**src/rtl/pcma_pkg.sv**
```systemverilog
// package for the pairwise contact map accumulator
// holds payload structs, mode codes and size constants; no dependencies
package pcma_pkg;

    localparam int unsigned MaxBeadsDefault   = 128;
    localparam int unsigned CountWidthDefault = 20;
    localparam int unsigned CoordWidth        = 24;
    localparam int unsigned DistWidth         = 52;
    localparam int unsigned CfgWidth          = 52;
    localparam int unsigned FracWidth         = 17;

    typedef enum logic [1:0] {
        MODE_LOAD  = 2'd0,
        MODE_READ  = 2'd1,
        MODE_CLEAR = 2'd2,
        MODE_NONE  = 2'd3
    } t_mode;

    localparam logic CFG_BEAD_COUNT = 1'b0;
    localparam logic CFG_DIST_SQ    = 1'b1;

    typedef struct packed {
        logic [1:0]  mode;
        logic signed [23:0] pos_x;
        logic signed [23:0] pos_y;
        logic signed [23:0] pos_z;
        logic [6:0]  row_index;
        logic [6:0]  col_index;
    } t_in_item;

    typedef struct packed {
        logic [19:0] pair_count;
        logic [19:0] frame_total;
        logic [16:0] contact_fraction;
    } t_out_item;

    typedef struct packed {
        logic signed [23:0] x;
        logic signed [23:0] y;
        logic signed [23:0] z;
    } t_bead;

    // control handed along the chain with each bead pair
    typedef struct packed {
        logic vld;
    } t_cell_ctl;

endpackage

```
**src/rtl/pcma_cell.sv**
```systemverilog
// one cell of the pair test chain: squares one axis difference and passes it on
// depends on pcma_pkg
module pcma_cell
    import pcma_pkg::*;
(
    input  logic                        i_clk,
    input  logic signed [CoordWidth-1:0] i_a,
    input  logic signed [CoordWidth-1:0] i_b,
    input  logic [DistWidth+1:0]        i_acc,
    output logic [DistWidth+1:0]        o_acc
);
    logic signed [CoordWidth:0]     w_d;
    logic signed [2*CoordWidth+1:0] w_p;
    logic [2*CoordWidth+1:0]        w_sq;
    logic [DistWidth+1:0]           r_acc;

    assign w_d  = {i_a[CoordWidth-1], i_a} - {i_b[CoordWidth-1], i_b};
    assign w_p  = w_d * w_d;
    assign w_sq = $unsigned(w_p);

    always_ff @(posedge i_clk) begin
        r_acc <= i_acc + (DistWidth+2)'(w_sq);
    end

    assign o_acc = r_acc;
endmodule

```
**config.mk**
```make
export PLATFORM = sky130hd
export DESIGN_NAME = pcma_cell
export DESIGN_NICKNAME = d
export VERILOG_FILES = /design/src/rtl/pcma_pkg.sv /design/src/rtl/pcma_cell.sv
export SDC_FILE = /design/constraint.sdc
export NUM_CORES = 2
export LEC_CHECK = 0
export BUFFER_PORTS_ARGS = -buffer_cell sky130_fd_sc_hd__buf_2
export CAP_MARGIN = 20
export CORE_ASPECT_RATIO = 1.1
export CORE_UTILIZATION = 30
export DETAILED_ROUTE_END_ITERATION = 10
export HOLD_SLACK_MARGIN = 0.15
export PLACE_DENSITY = 0.55
export SLEW_MARGIN = 30
export SYNTH_ARGS = -nofsm -noshare
export SYNTH_HDL_FRONTEND = slang
export SYNTH_SLANG_ARGS = --single-unit
```
**constraint.sdc**
```tcl
create_clock -name i_clk -period 12.7 [get_ports i_clk]
set_input_delay 0.635 -clock i_clk [delete_from_list [all_inputs] [get_ports i_clk]]
set_output_delay 0.635 -clock i_clk [all_outputs]
set_load 0.02 [all_outputs]
```
* Yosys cells after proc, flatten, opt, wreduce, memory -nomap -nowiden
Index checks and enable logic that the tools add are counted.
Storage, ports and cells: bits in registers 54, output and inout bits 54, word-level logic and storage cells 4
Cells by class: add/subtract/negate cells 2, multipliers 1
Operator list (count):
- adder 54 x 50 -> 54 bit | 1
- multiplier 25 x 25 -> 50 bit | 1
- subtractor 24 x 24 -> 25 bit | 1

* Longest topological paths before layout
word-level depth 3, gate-level depth with buffers 49, mapped depth without buffers 47

* Worst setup path before layout
No wires, ideal clock.
path kind input -> register, start point in i_a[0], end point reg r_acc[53], in the netlist o_acc[53], data arrival time 10.656 ns, required time 12.628 ns, setup slack 1.972 ns, stages on the path 45, buffers on the path 3, cell sequence inv_1 -> ha_1 -> inv_1 -> fa_1 -> a21o_1 -> a21o_1 -> a31oi_2 -> a211o_2 -> a211oi_2 -> a2111oi_4 -> nand2b_1 -> a21o_1 -> buf_4 -> inv_4 -> buf_6 -> nor2_1 -> fa_1 -> fa_1 -> (+9 left out) -> ha_1 -> clkbuf_1 -> a21o_1 -> a21oi_1 -> nand3b_1 -> or3_1 -> a31o_2 -> xor2_1 -> ha_1 -> a21oi_1 -> o21ai_0 -> a21oi_1 -> o221ai_1 -> a211o_1 -> o31ai_1 -> a21boi_1 -> o2111ai_1 -> xnor2_1
On the way: longest elaborated chain between the ends 3
RTL lines:
- from (decl) | line pcma_cell.sv:7 | input logic signed [CoordWidth-1:0] i_a,
- subtractor 24 x 24 -> 25 bit | line pcma_cell.sv:17 | assign w_d = {i_a[CoordWidth-1], i_a} - {i_b[CoordWidth-1], i_b};
- multiplier 25 x 25 -> 50 bit | line pcma_cell.sv:18 | assign w_p = w_d * w_d;
- adder 54 x 50 -> 54 bit | line pcma_cell.sv:22 | r_acc <= i_acc + (DistWidth+2)'(w_sq);
- to (signal assigned) | line pcma_cell.sv:22
- to (decl) | line pcma_cell.sv:15 | logic [DistWidth+1:0] r_acc;
No other way between the ends.

* Worst setup path after layout
Ends and elaborated chain as after synthesis.

==> flow_summary.ini <==
[synth]
ys_seq_elements = 54
avgSynthCellArea_um2 = 9.00
synth_warnings = 0
ys.flop_type = dfxtp_1
yosysTopAreaCellShare_pct = 47.8
synthesis.nets = 3774
ys_seq_area_share_pct = 4.23
synthCells = 2840
synthesis.area_um2 = 25600
synth-edff-count = 0
synthTopCellsByCount = inv_1 (666), fa_1 (610), nand2_1 (273), nor2_1 (256), ha_1 (221)
synth_cell_types = 84
synthTopCellsByArea = fa_1 (48%), ha_1 (11%), inv_1 (9.8%), dfxtp_1 (4.2%), nand2_1 (4.0%)
synth.largest_area_cell = fa_1
synth_most_common_cell = inv_1
synth-async-reset-ratio_pct = 0

[critical_path]
worstPathRequired_ns = 12.94
crit_type = in2reg
critPathSlowestCell = fa_1
setup.worst_path.end_class = register
cp_common_cell = fa_1
cp.arrival_ns = 12.02
cpPeakStageDelay_ns = 0.56
path_max_fanout = 19
cp-start-kind = primary input

[clock_tree]
postCtsResizedCells = 0
cts.sinks = 54
cts_root_buf = clkbuf_16
post_cts_buffers = 0
numCtsBuffers = 5
clkTransAtPathRegs_ns = 0.09
cts_tree = yes
clock_path_buffers = 2
cts_max_level = 2
ctsHoldBuffers = 0

[global_routing]
grt_max_degree = 38
grt_pass1_vias = 20732
overflow = 0
grt.total_usage_pct = 17.6
grt_pass1_wl_um = 116000
antenna_found_initial = 9

[sta]
setup_viol = 0
slew_viol_final = 0
finalCriticalPeriod_ns = 11.77
tightest_slew_ns = 0.866
setup_tns_ns = 0
hold_viol = 0
fmax_mhz = 84.9
slew_headroom_pct = 42.2
rsz0062_at_grt = false
post-route-period-util_pct = 92.7

[layout]
num-fill-cells = 8959
final_nets = 3894
syn2layout_area_growth_pct = 9.04
largest_reg_flops = 54
fin_area_um2 = 27900
drive_gt1_share_pct = 7.77

[detailed_routing]
wl_um = 74100
postRouteAntennaNets = 0
num_vias = 19623
drt_first_pass_iters = 5
met2_wirelength_um = 38400
top_layer = met5
drc_errors = 0
m1WireLength_um = 28500
drt_iter0_markers = 1216
wl_met3_um = 4050
post_drt_wl_per_cell_um = 18.1
viasPerCell = 4.79

[floorplan]
core-area_um2 = 83900
num_rows = 111
io_pins = 157
die_area_um2 = 86300
die_h_um = 308
die_w_um = 280
initial_core_util_pct = 30.5

[place]
hpwl_um = 63000
placed_cell_area_um2 = 27700
port_buffers = 156
place_congestion = 0.935

[worst_hold_path]
worstHoldPathType = in2reg

[outcome]
status = finished, final reports clean

[run]
maxCapViolCount = 0
-- per-layer routing --
layer	vias to the layer above	GRT usage [%]
met2	582	31.5
li1	8960	-
met1	9928	21.4
met4	6	6.70
met5	-	0
met3	147	1.95
-- path summary, 6_finish.rpt --
| check | from | depth (start not counted) | endpoint | slack (ns) |
|---|---|---|---|---|
| hold / removal | i_acc[0] | 2 | o_acc[0] | 0.53 |
| setup / recovery | i_a[0] | 46 | o_acc[53] | 0.93 |
-- layout make-up --
type | instances | area (um2) | share of cell area, %
well taps | 1130 | 1410 | 5.07
clock inverters | 2 | 37.5 | 0.135
repair buffers | 195 | 1070 | 3.85
multi-input cells | 2027 | 21600 | 77.4
diodes | 6 | 15.0 | 0.0539
flip-flops and latches | 54 | 1080 | 3.88
inverters | 677 | 2550 | 9.15
clock buffers | 6 | 129 | 0.463
-- kinds of logic (layout without fill, tap and decap cells) --
kind of cell	after synthesis	count (layout)	share of synthesized area [%]
and+or+nand+nor	689	689	11.6
xor gates and xnor gates	119	119	4.20
muxes	4	4	0.166
AOI/OAI and AO/OA	384	384	9.80
buffers and inverters	759	880	11.4
DFF	54	54	4.23
adders and majority gates	831	831	58.6
other	0	6	0
-- layout by cell type (no fill, tap or decap), types with 54 or more instances in the layout --
| master | n |
|---|---|
| inv_1 | 666 |
| fa_1 | 610 |
| nand2_1 | 273 |
| nor2_1 | 256 |
| ha_1 | 221 |
| buf_2 | 156 |
| a21oi_1 | 117 |
| xnor2_1 | 83 |
| o21ai_0 | 66 |
| a21o_1 | 56 |
| dfxtp_1 | 54 |
-- worst max-delay path, delay by kind of cell --
| kind | cells | cell delay [ns] |
|---|---|---|
| xor+xnor | 3 | 0.44 |
| simple gates | 5 | 1.06 |
| fa+ha+maj | 11 | 4.81 |
| compound gates | 19 | 4.08 |
| buf+inv | 8 | 0.96 |
-- metrics by stage --
| stage | setup slack, ns | cells | hold slack [ns] | util (%) |
|---|---|---|---|---|
| floorplan | 1.97 | 2840 | 0.734 | - |
| global placement | 0.638 | 4083 | 0.850 | 33.0 |
| detailed placement | 0.631 | 4083 | 0.866 | 33.0 |
| CTS | 0.940 | 4091 | 0.521 | 33.2 |
| global route | 0.152 | 4093 | 0.530 | 33.2 |
| finish | 0.927 | 4097 | 0.527 | 33.2 |
Power is left out: the tool's default activity adds up to more than one toggle a clock period on the data nets, which glitch-free logic cannot reach.
