===== config.mk =====
export PLATFORM = sky130hd
export DESIGN_NAME = pcma_divider
export DESIGN_NICKNAME = d
export VERILOG_FILES = /design/src/rtl/pcma_pkg.sv /design/src/rtl/pcma_divider.sv
export SDC_FILE = /design/constraint.sdc
export NUM_CORES = 1
export LEC_CHECK = 0
export BUFFER_PORTS_ARGS = -buffer_cell sky130_fd_sc_hd__buf_2
export CAP_MARGIN = 20
export CORE_UTILIZATION = 30
export DETAILED_ROUTE_END_ITERATION = 12
export PLACE_DENSITY_LB_ADDON = 0.08
export SYNTH_ARGS = -nofsm -noshare
export SYNTH_HDL_FRONTEND = slang
export SYNTH_SLANG_ARGS = --single-unit

===== constraint.sdc =====
create_clock -name i_clk -period 7 [get_ports i_clk]
set_clock_uncertainty 0.2 [all_clocks]
set_input_delay 0.35 -clock i_clk [delete_from_list [all_inputs] [get_ports i_clk]]
set_output_delay 0.35 -clock i_clk [all_outputs]
set_load 0.02 [all_outputs]

===== src/rtl/pcma_pkg.sv =====
// package for the pairwise contact map accumulator
// holds payload structs, mode codes and size constants; no dependencies
package pcma_pkg;

    localparam int unsigned MaxBeadsDefault   = 128;
    localparam int unsigned CountWidthDefault = 20;
    localparam int unsigned CoordWidth        = 24;
    localparam int unsigned DistWidth         = 52;
    localparam int unsigned CfgWidth          = 52;
    localparam int unsigned FracWidth         = 17;

    typedef enum logic [1:0] {
        MODE_LOAD  = 2'd0,
        MODE_READ  = 2'd1,
        MODE_CLEAR = 2'd2,
        MODE_NONE  = 2'd3
    } t_mode;

    localparam logic CFG_BEAD_COUNT = 1'b0;
    localparam logic CFG_DIST_SQ    = 1'b1;

    typedef struct packed {
        logic [1:0]  mode;
        logic signed [23:0] pos_x;
        logic signed [23:0] pos_y;
        logic signed [23:0] pos_z;
        logic [6:0]  row_index;
        logic [6:0]  col_index;
    } t_in_item;

    typedef struct packed {
        logic [19:0] pair_count;
        logic [19:0] frame_total;
        logic [16:0] contact_fraction;
    } t_out_item;

    typedef struct packed {
        logic signed [23:0] x;
        logic signed [23:0] y;
        logic signed [23:0] z;
    } t_bead;

    // control handed along the chain with each bead pair
    typedef struct packed {
        logic vld;
    } t_cell_ctl;

endpackage


===== src/rtl/pcma_divider.sv =====
// restoring divider for the contact fraction, one quotient bit per cycle
// depends on pcma_pkg
module pcma_divider
    import pcma_pkg::*;
#(
    parameter int unsigned COUNT_WIDTH = CountWidthDefault
) (
    input  logic                   i_clk,
    input  logic                   i_rst_n,
    input  logic                   i_start,
    input  logic [COUNT_WIDTH-1:0] i_num,
    input  logic [COUNT_WIDTH-1:0] i_den,
    output logic                   o_done,
    output logic [FracWidth-1:0]   o_quot
);
    localparam int unsigned NW = COUNT_WIDTH + 16;
    localparam int unsigned CW = $clog2(NW + 1);

    logic [NW-1:0]        r_num;
    logic [COUNT_WIDTH:0] r_rem;
    logic [NW-1:0]        r_q;
    logic [COUNT_WIDTH-1:0] r_den;
    logic [CW-1:0]        r_cnt;
    logic                 r_busy;
    logic                 r_done;
    logic [COUNT_WIDTH+1:0] w_try;

    assign w_try = {r_rem, r_num[NW-1]} - {2'b00, r_den};

    always_ff @(posedge i_clk) begin
        if (!i_rst_n) begin
            r_busy <= 1'b0;
            r_done <= 1'b0;
        end else begin
            r_done <= 1'b0;
            if (i_start) begin
                r_busy <= 1'b1;
                r_cnt  <= CW'(NW);
                r_num  <= {i_num, 16'd0};
                r_rem  <= '0;
                r_q    <= '0;
                r_den  <= i_den;
            end else if (r_busy) begin
                r_num <= r_num << 1;
                if (!w_try[COUNT_WIDTH+1]) begin
                    r_rem <= w_try[COUNT_WIDTH:0];
                    r_q   <= {r_q[NW-2:0], 1'b1};
                end else begin
                    r_rem <= {r_rem[COUNT_WIDTH-1:0], r_num[NW-1]};
                    r_q   <= {r_q[NW-2:0], 1'b0};
                end
                r_cnt <= r_cnt - 1'b1;
                if (r_cnt == CW'(1)) begin
                    r_busy <= 1'b0;
                    r_done <= 1'b1;
                end
            end
        end
    end

    assign o_done = r_done;
    assign o_quot = (r_den == '0) ? '0 :
                    (r_q > NW'(65536)) ? FracWidth'(65536) : FracWidth'(r_q);
endmodule


* Yosys cells after proc, flatten, opt, wreduce, memory -nomap -nowiden *
Index checks and enable logic that the tools add are counted.

operators by class
  multiplexer cells = 13
  equal/unequal tests = 1
  bitwise gates (word level) = 2
  magnitude comparators = 1
  add/subtract/negate cells = 2
  reductions and logical operators = 5

operators by type and width
  kind                    number
  $mux W36                3
  $mux W21                2
  $gt A36 B17 Y1 const B  1
  $mux W17                2
  $sub A22 B20 Y22        1
  $logic_not A20 Y1       1
  $eq A6 B1 Y1 const B    1
  $mux W6                 1
  $sub A6 B1 Y6 const B   1
  $mux W1                 5
  $reduce_and A2 Y1       2
  $reduce_or A3 Y1        1
  $not A1 Y1              2
  $reduce_bool A2 Y1      1

word-level totals
  bits in registers = 120
  input port bits = 43
  logic and storage cells = 32
  output and inout bits = 18

* Longest topological paths before layout *
Gate-level depths: netlist of the first run.

  depth in word-level cells = 4
  depth in mapped cells = 12
  gate-level depth less buffers = 11

* Worst setup path before layout of the first run *
Ideal clock, no wire load.

  path type = input port to flip-flop
  start = in i_start
  end = reg r_cnt[0], enable pin
  path buffers = 1
  arrival time = 2,617 ps
  stages on the path = 2
  slack = 3,735 ps
  path through = buf_1 o21a_1

between the ends
  cells in the longest elaborated chain, start to end = 2

RTL lines
  element                              RTL line            source
  from (decl)                          pcma_divider.sv:10  input logic i_start,
  $reduce_bool A2 Y1 (no source line)  n/a
  $reduce_and A2 Y1 (no source line)   n/a
  to (signal assigned)                 pcma_divider.sv:38  r_cnt <= CW'(NW);
  to (signal assigned)                 pcma_divider.sv:52  r_cnt <= r_cnt - 1'b1;
  to (decl)                            pcma_divider.sv:23  logic [CW-1:0] r_cnt;

No other way between the ends.
A chain may end at the register's enable or synchronous reset.

* Final worst setup path of the first run *
  start = reg r_den[0]
  end = reg r_rem[20], data pin

between the ends
  cells in the longest elaborated chain, start to end = 3

RTL lines
  element                 RTL line            source
  from (decl)             pcma_divider.sv:22  logic [COUNT_WIDTH-1:0] r_den;
  from (signal assigned)  pcma_divider.sv:42  r_den <= i_den;
  $sub A22 B20 Y22        pcma_divider.sv:28  assign w_try = {r_rem, r_num[NW-1]} - {2'b00, r_den};
  $mux W21                pcma_divider.sv:45  if (!w_try[COUNT_WIDTH+1]) begin
  $mux W21                pcma_divider.sv:43  end else if (r_busy) begin
  to (signal assigned)    pcma_divider.sv:46  r_rem <= w_try[COUNT_WIDTH:0];
  to (signal assigned)    pcma_divider.sv:49  r_rem <= {r_rem[COUNT_WIDTH-1:0], r_num[NW-1]};
  to (decl)               pcma_divider.sv:20  logic [COUNT_WIDTH:0] r_rem;

No other way between the ends. The select of a mux whose other input is x is not followed.

==> impl_metrics.tcl, run 1 <==
set metrics [dict create \
    slew-limit-headroom 0.2912 \
    synth_cells 457 \
    synth_edf_count 103 \
    timing.fmax_ghz 0.2797 \
    grt_max_degree 87 \
    outcome "finished, final reports clean" \
    synth_warnings 0 \
    criticalPathCategory "reg -> reg" \
    grt_pass1_wl_mm 19.60 \
    r2r_slack_ps 3420 \
    antenna_left 0 \
    totalWireLength_mm 12.16 \
    powerDensity_mw_per_mm2 243.9 \
    required_ps 6980 \
    hold_viol 0 \
    antenna_found_initial 0 \
    drt-initial-drc-count 184 \
    root_buffer "clkbuf_16" \
    htreeDepth 3 \
    tightest_slew_ps 1060 \
    netlist_area_sq_mm 0.005436 \
    min_period_ps 3575 \
    hold_depth 3 \
    design.die.area_sq_mm 0.01866 \
    cts_tree "yes" \
    reg2regPathDepth 9 \
    insertion_delay_ps 350 \
    setup_viol 0 \
    syn_area_per_cell_sq_um 11.90 \
    p_leak_nw 2.470 \
    syn_nets 523 \
    ys_ff_latch 105 \
    numClockSinks 105 \
    grt_pass1_vias 3696 \
    slew_viol_final 0 \
    overflow 0 \
    hold_end "o_done" \
    synth_top_area_frac 0.5689 \
    dp_hpwl_mm 7.899 \
    cap_viol_max_count 0 \
    timing.rr.end "r_rem[20]" \
    via_per_inst 4.820 \
    total_power_mw 1.584 \
    hold_start "i_rst_n" \
    io_buffers 60 \
    ys_top_cells_by_area "edfxtp_1 (57%), ha_1 (5.1%), nor2b_1 (4.4%)" \
    min_period_over_period 0.5108 \
    yosysTopAreaCell "edfxtp_1" \
    crit_path_start_kind "register" \
    ys_top_cells_by_count "edfxtp_1 (103), nor2b_1 (38), a21oi_1 (34)" \
    clockBufferDepth 2 \
    drc 0 \
    drive_gt1_frac 0.1944 \
    die_x_um 136.6 \
    cts.clk_slew.worst_paths_ps 70 \
    n_fill_cell 1745 \
    fin_area_sq_mm 0.006495 \
    finalSetupTns_ps 0 \
    numCtsBuffers 9 \
    dr.pass1.iters 5 \
    dpl-instance-area_sq_mm 0.005978 \
    gp_congestion 0.7791 \
    min_path_type "in -> reg" \
    die_h_um 136.6 \
    synth_most_common_cell "edfxtp_1" \
    rsz0062_at_grt "no" \
    seq_area_frac_synth 0.5763 \
    nets 601 \
    synthToLayoutAreaGrowth_pct 19.47 \
    wl_per_cell_um 15.90 \
    endpoint_kind "register" \
    irDropWorstVdd_uv 128.2 \
    grtUsageTotal 0.1399 \
    core_area_sq_mm 0.01748 \
    num_vias 3687 \
    yosysUniqueCellTypes 49 \
    critical_path.max_fanout 25 \
    rr_startpoint "r_den[0]" \
    synth-async-reset-ratio 0 \
    initial_core_util 0.3111 \
    n_antenna_cell 0 \
    ys.flop_type "edfxtp_1" \
    rows 48 \
    pin_count 61 \
    cp_data_arrival_time_ps 3550 \
]
stage by stage:
step	util	instances	setup WS (ps)	hold WS, ps
finish	0.3716	765	3425	68.31
detailed placement	0.3421	727	3456	249.1
global route	0.3716	765	3128	77.28
CTS	0.3705	763	3260	50.35
floorplan	-	457	3735	214.5
global placement	0.3421	727	3500	245.7
placed cells by master, fill, tap and decap left out, drive strengths merged, types with 3 or more instances in the layout:
cell type | netlist | routed
edfxtp | 103 | 103
buf | 5 | 64
nor2b | 38 | 38
a21oi | 34 | 34
inv | 26 | 27
o21ai | 27 | 27
nor2 | 22 | 22
ha | 22 | 22
dlygate4sd3 | 0 | 20
mux2 | 19 | 19
and2 | 19 | 19
nor4 | 13 | 13
nand2 | 13 | 13
nand3 | 11 | 11
clkbuf | 13 | 11
nand4 | 9 | 9
xor2 | 8 | 8
nor3 | 7 | 7
o21a | 7 | 7
or4 | 6 | 6
a21o | 6 | 6
xnor2 | 6 | 6
nand2b | 5 | 5
a211oi | 4 | 4
o21bai | 3 | 3
clkinvlp | 0 | 3
o211ai | 3 | 3
cells by family (layout without fill, tap and decap cells):
group / after synthesis / in the layout / synth area share
AND/OR/NAND/NOR: 153 / 153 / 0.1623
AO/OA/AOI/OAI: 99 / 99 / 0.1144
buffers and inverters: 44 / 127 / 0.03084
XOR/XNOR: 14 / 14 / 0.02256
multiplexers: 19 / 19 / 0.03936
flip-flops: 105 / 105 / 0.5763
adder cells (fa/ha/maj): 23 / 23 / 0.05431
sequential cells by signal, summed over array words and instances (netlist names):
name    flops
r_cnt       6
r_num      20
r_busy      1
r_rem      21
r_q        36
o_done      1
r_den      20
worst max-delay path, stage by stage, from the launching register on:
cell and delay, ps:
edfxtp_1 490, ha_1 260, nor2b_1 160, o2111ai_1 180, a21o_1 240, and4_4 210
nor3b_4 300, o211ai_2 490, or4_1 650, a221oi_2 220
where the power goes:
part / internal [mW] / switching, mW / leakage (nW)
combinational: 0.125 / 0.165 / 1.32
clock: 0.279 / 0.238 / 0.134
sequential: 0.750 / 0.0265 / 1.01
metal layers:
layer	GRT usage	wire length, um	vias up
li1	-	-	1861
met1	0.1966	6109	1765
met2	0.2101	5428	54
met3	0.03444	503	7
met4	0.04444	123	0
met5	0	0	-
layout make-up:
class	instances	area, sq um	share of cell area
repair buffers	85	543.0	0.08361
inverters	26	97.59	0.01503
clock inverters	6	67.56	0.01040
flip-flops and latches	105	3133	0.4824
clock buffers	10	229.0	0.03525
multi-input cells	308	2143	0.3300
well taps	225	281.5	0.04334
worst max-delay path by stage:
stage	from	to	cells after the start
final	r_den[0]	r_rem[20]	9
after global routing	r_den[1]	r_rem[20]	10
after CTS	r_q[24]	o_quot[11]	6
after detailed placement	r_den[0]	r_rem[20]	9
after global placement	r_den[0]	r_rem[20]	9
after floorplan	i_start	r_cnt[0]	2
repair_timing:
item                      in CTS  in global routing
hold endpoints to repair      20                  0
setup buffers                  0                  0
hold buffers                  20                  0
resized for setup              0                  0
No activity file was read; power rests on OpenSTA's default activity.
==> run 2, diff against run 1 <==
clock period = 2.97 ns   (was 7 ns; I/O delays follow)
==> run 2 against run 1 <==
The flow now finishes with violations (setup timing). Sequential cell count is the same. Utilization is 4.9 points higher. Via count up 8.2%. Worst setup slack lost 3500 ps. Power grew 150%. Fmax grew 19%. Critical path type unchanged. Critical endpoint is now r_rem[11].
==> impl_metrics.tcl, run 2 (synthesis results as in run 1) <==
set metrics [dict create \
    p_seq_frac 0.462 \
    num_vias 3990 \
    post-place-ws_ps -125.1 \
    dr.pass1.iters 4 \
    antenna_left 0 \
    htreeDepth 3 \
    criticalPathCategory "reg -> reg" \
    clockBufferDepth 2 \
    min_period_ps 3011 \
    cell_internal_pwr_mw 2.841 \
    p_leak_nw 2.867 \
    drt-initial-drc-count 244 \
    core_area_sq_mm 0.01748 \
    drive_gt1_frac 0.3056 \
    slowest_stage "or4b_1" \
    critical_path.max_fanout 9 \
    min_period_over_period 1.014 \
    hold_end "r_den[9]" \
    layout_commonest_cell "edfxtp_1" \
    nets 673 \
    root_buffer "clkbuf_16" \
    p_sw_mw 1.116 \
    rsz0062_at_grt "yes" \
    numCtsBuffers 9 \
    reg2regPathDepth 10 \
    top_register "r_q" \
    cts_tree "yes" \
    rr_startpoint "r_rem[0]" \
    crit_chain "ha_1, nor2b_4, o2111ai_4, a21o_1, and4_4, nor3b_4, o211ai_2, buf_12, or4b_1, a21oi_1" \
    grt_pass1_wl_mm 21.11 \
    pin_count 61 \
    cap_viol_max_count 0 \
    totalWireLength_mm 12.76 \
    slew-limit-headroom 0.6230 \
    mostFrequentLayoutCells "edfxtp_1 (103), buf_2 (60), buf_4 (44)" \
    die_h_um 136.6 \
    n_fill_cell 1669 \
    rows 48 \
    cts.clk_slew.worst_paths_ps 70 \
    timing.fmax_ghz 0.3321 \
    slew_viol_final 0 \
    overflow 0 \
    finalSetupTns_ps -156.8 \
    cp_data_arrival_time_ps 3010 \
    io_buffers 60 \
    dp_hpwl_mm 8.664 \
    layout_setup_ws_ps -41.21 \
    powerDensity_mw_per_mm2 537.9 \
    slowest_delay_ps 520 \
    hold_viol 0 \
    n_antenna_cell 0 \
    grt_pass1_vias 4133 \
    hold_start "i_den[9]" \
    setup_viol 7 \
    design.die.area_sq_mm 0.01866 \
    hold_depth 2 \
    tightest_slew_ps 565.5 \
    fin_util 0.4210 \
    antenna_found_initial 0 \
    largest_reg_flops 36 \
    reg_top3 "r_q: 36 flops, r_rem: 21 flops" \
    gp_congestion 0.7575 \
    critPathBufInv 1 \
    timing.rr.end "r_rem[11]" \
    irDropWorstVdd_uv 338.9 \
    outcome "finished, violations left" \
    pwr-share-comb 0.244 \
    p_clk_frac 0.293 \
    cpLargestDelayFamily "simple AND/OR/NAND/NOR gates" \
    endpoint_kind "register" \
    crit_path_start_kind "register" \
    synthToLayoutAreaGrowth_pct 35.35 \
    numClockSinks 105 \
    drc 0 \
    grt_max_degree 67 \
    min_path_type "in -> reg" \
    required_ps 2970 \
    r2r_slack_ps -40 \
    via_per_inst 4.767 \
    initial_core_util 0.3111 \
    total_power_mw 3.958 \
    grtUsageTotal 0.1482 \
    wl_per_cell_um 15.25 \
    hold_slack_ps 299.6 \
    swShare 0.2821 \
    die_x_um 136.6 \
    violations "setup timing" \
    insertion_delay_ps 350 \
]
==> run 2: worst register-to-register path, cell delays in order, from the launching register on <==
cell	delay [ps]
edfxtp_1	390
ha_1	310
nor2b_4	180
o2111ai_4	120
a21o_1	220
and4_4	200
nor3b_4	240
o211ai_2	160
buf_12	180
or4b_1	520
a21oi_1	140
==> run 2: per-layer routing <==
layer	vias up	GRT usage	wire length, um
li1	1996	-	-
met1	1924	0.1962	6191
met2	60	0.2414	6073
met3	10	0.03704	363
met4	0	0.03704	132
met5	-	0	0
==> run 2: per-stage QoR <==
stage	cells	cell area, sq um
finish	837	7358
global route	837	7358
CTS	831	7171
detailed placement	766	6351
global placement	766	6351
floorplan	457	5443
==> run 2: what timing repair did <==
item                                    in CTS  in global routing
setup buffers                                6                  7
endpoints found under the setup margin       8                 38
hold buffers                                43                  0
pin swaps                                   18                 10
gates resized for setup                     14                 29
hold endpoints to repair                    45                  0
gates cloned                                 0                  0
==> run 2: worst max path at each step <==
| stage | from | slack (ps) | end | cells past startpoint |
|---|---|---|---|---|
| 5_1_grt | r_rem[0] | -190 | r_rem[0] | 13 |
| 4_1_cts | r_den[0] | -10 | r_rem[12] | 10 |
| 3_5_place_dp | r_den[0] | -130 | r_rem[12] | 10 |
| 3_3_place_gp | r_den[0] | -80 | r_rem[12] | 10 |
| 2_1_floorplan | r_den[0] | 80 | r_rem[12] | 10 |
| 6_report | r_rem[0] | -40 | r_rem[11] | 10 |
==> run 2: area by class of cell <==
class	instances	area [sq um]	share of cell area
Clock buffer	9	225.2	0.03061
Clock inverter	7	52.55	0.007142
Inverter	26	97.59	0.01326
Multi-Input combinational cell	308	2337	0.3176
Sequential cell	105	3133	0.4258
Tap cell	225	281.5	0.03826
Timing Repair Buffer	157	1231	0.1673
==> run 2: power groups by stage <==
stage                     Clock (mW)  Sequential, mW  Combinational (mW)
after floorplan                    0            1.84               0.512
after global placement             0            1.86               0.813
after detailed placement           0            1.86               0.809
after CTS                       1.21            1.83               0.897
after global routing            1.26            1.85                1.07
final                           1.16            1.83               0.966
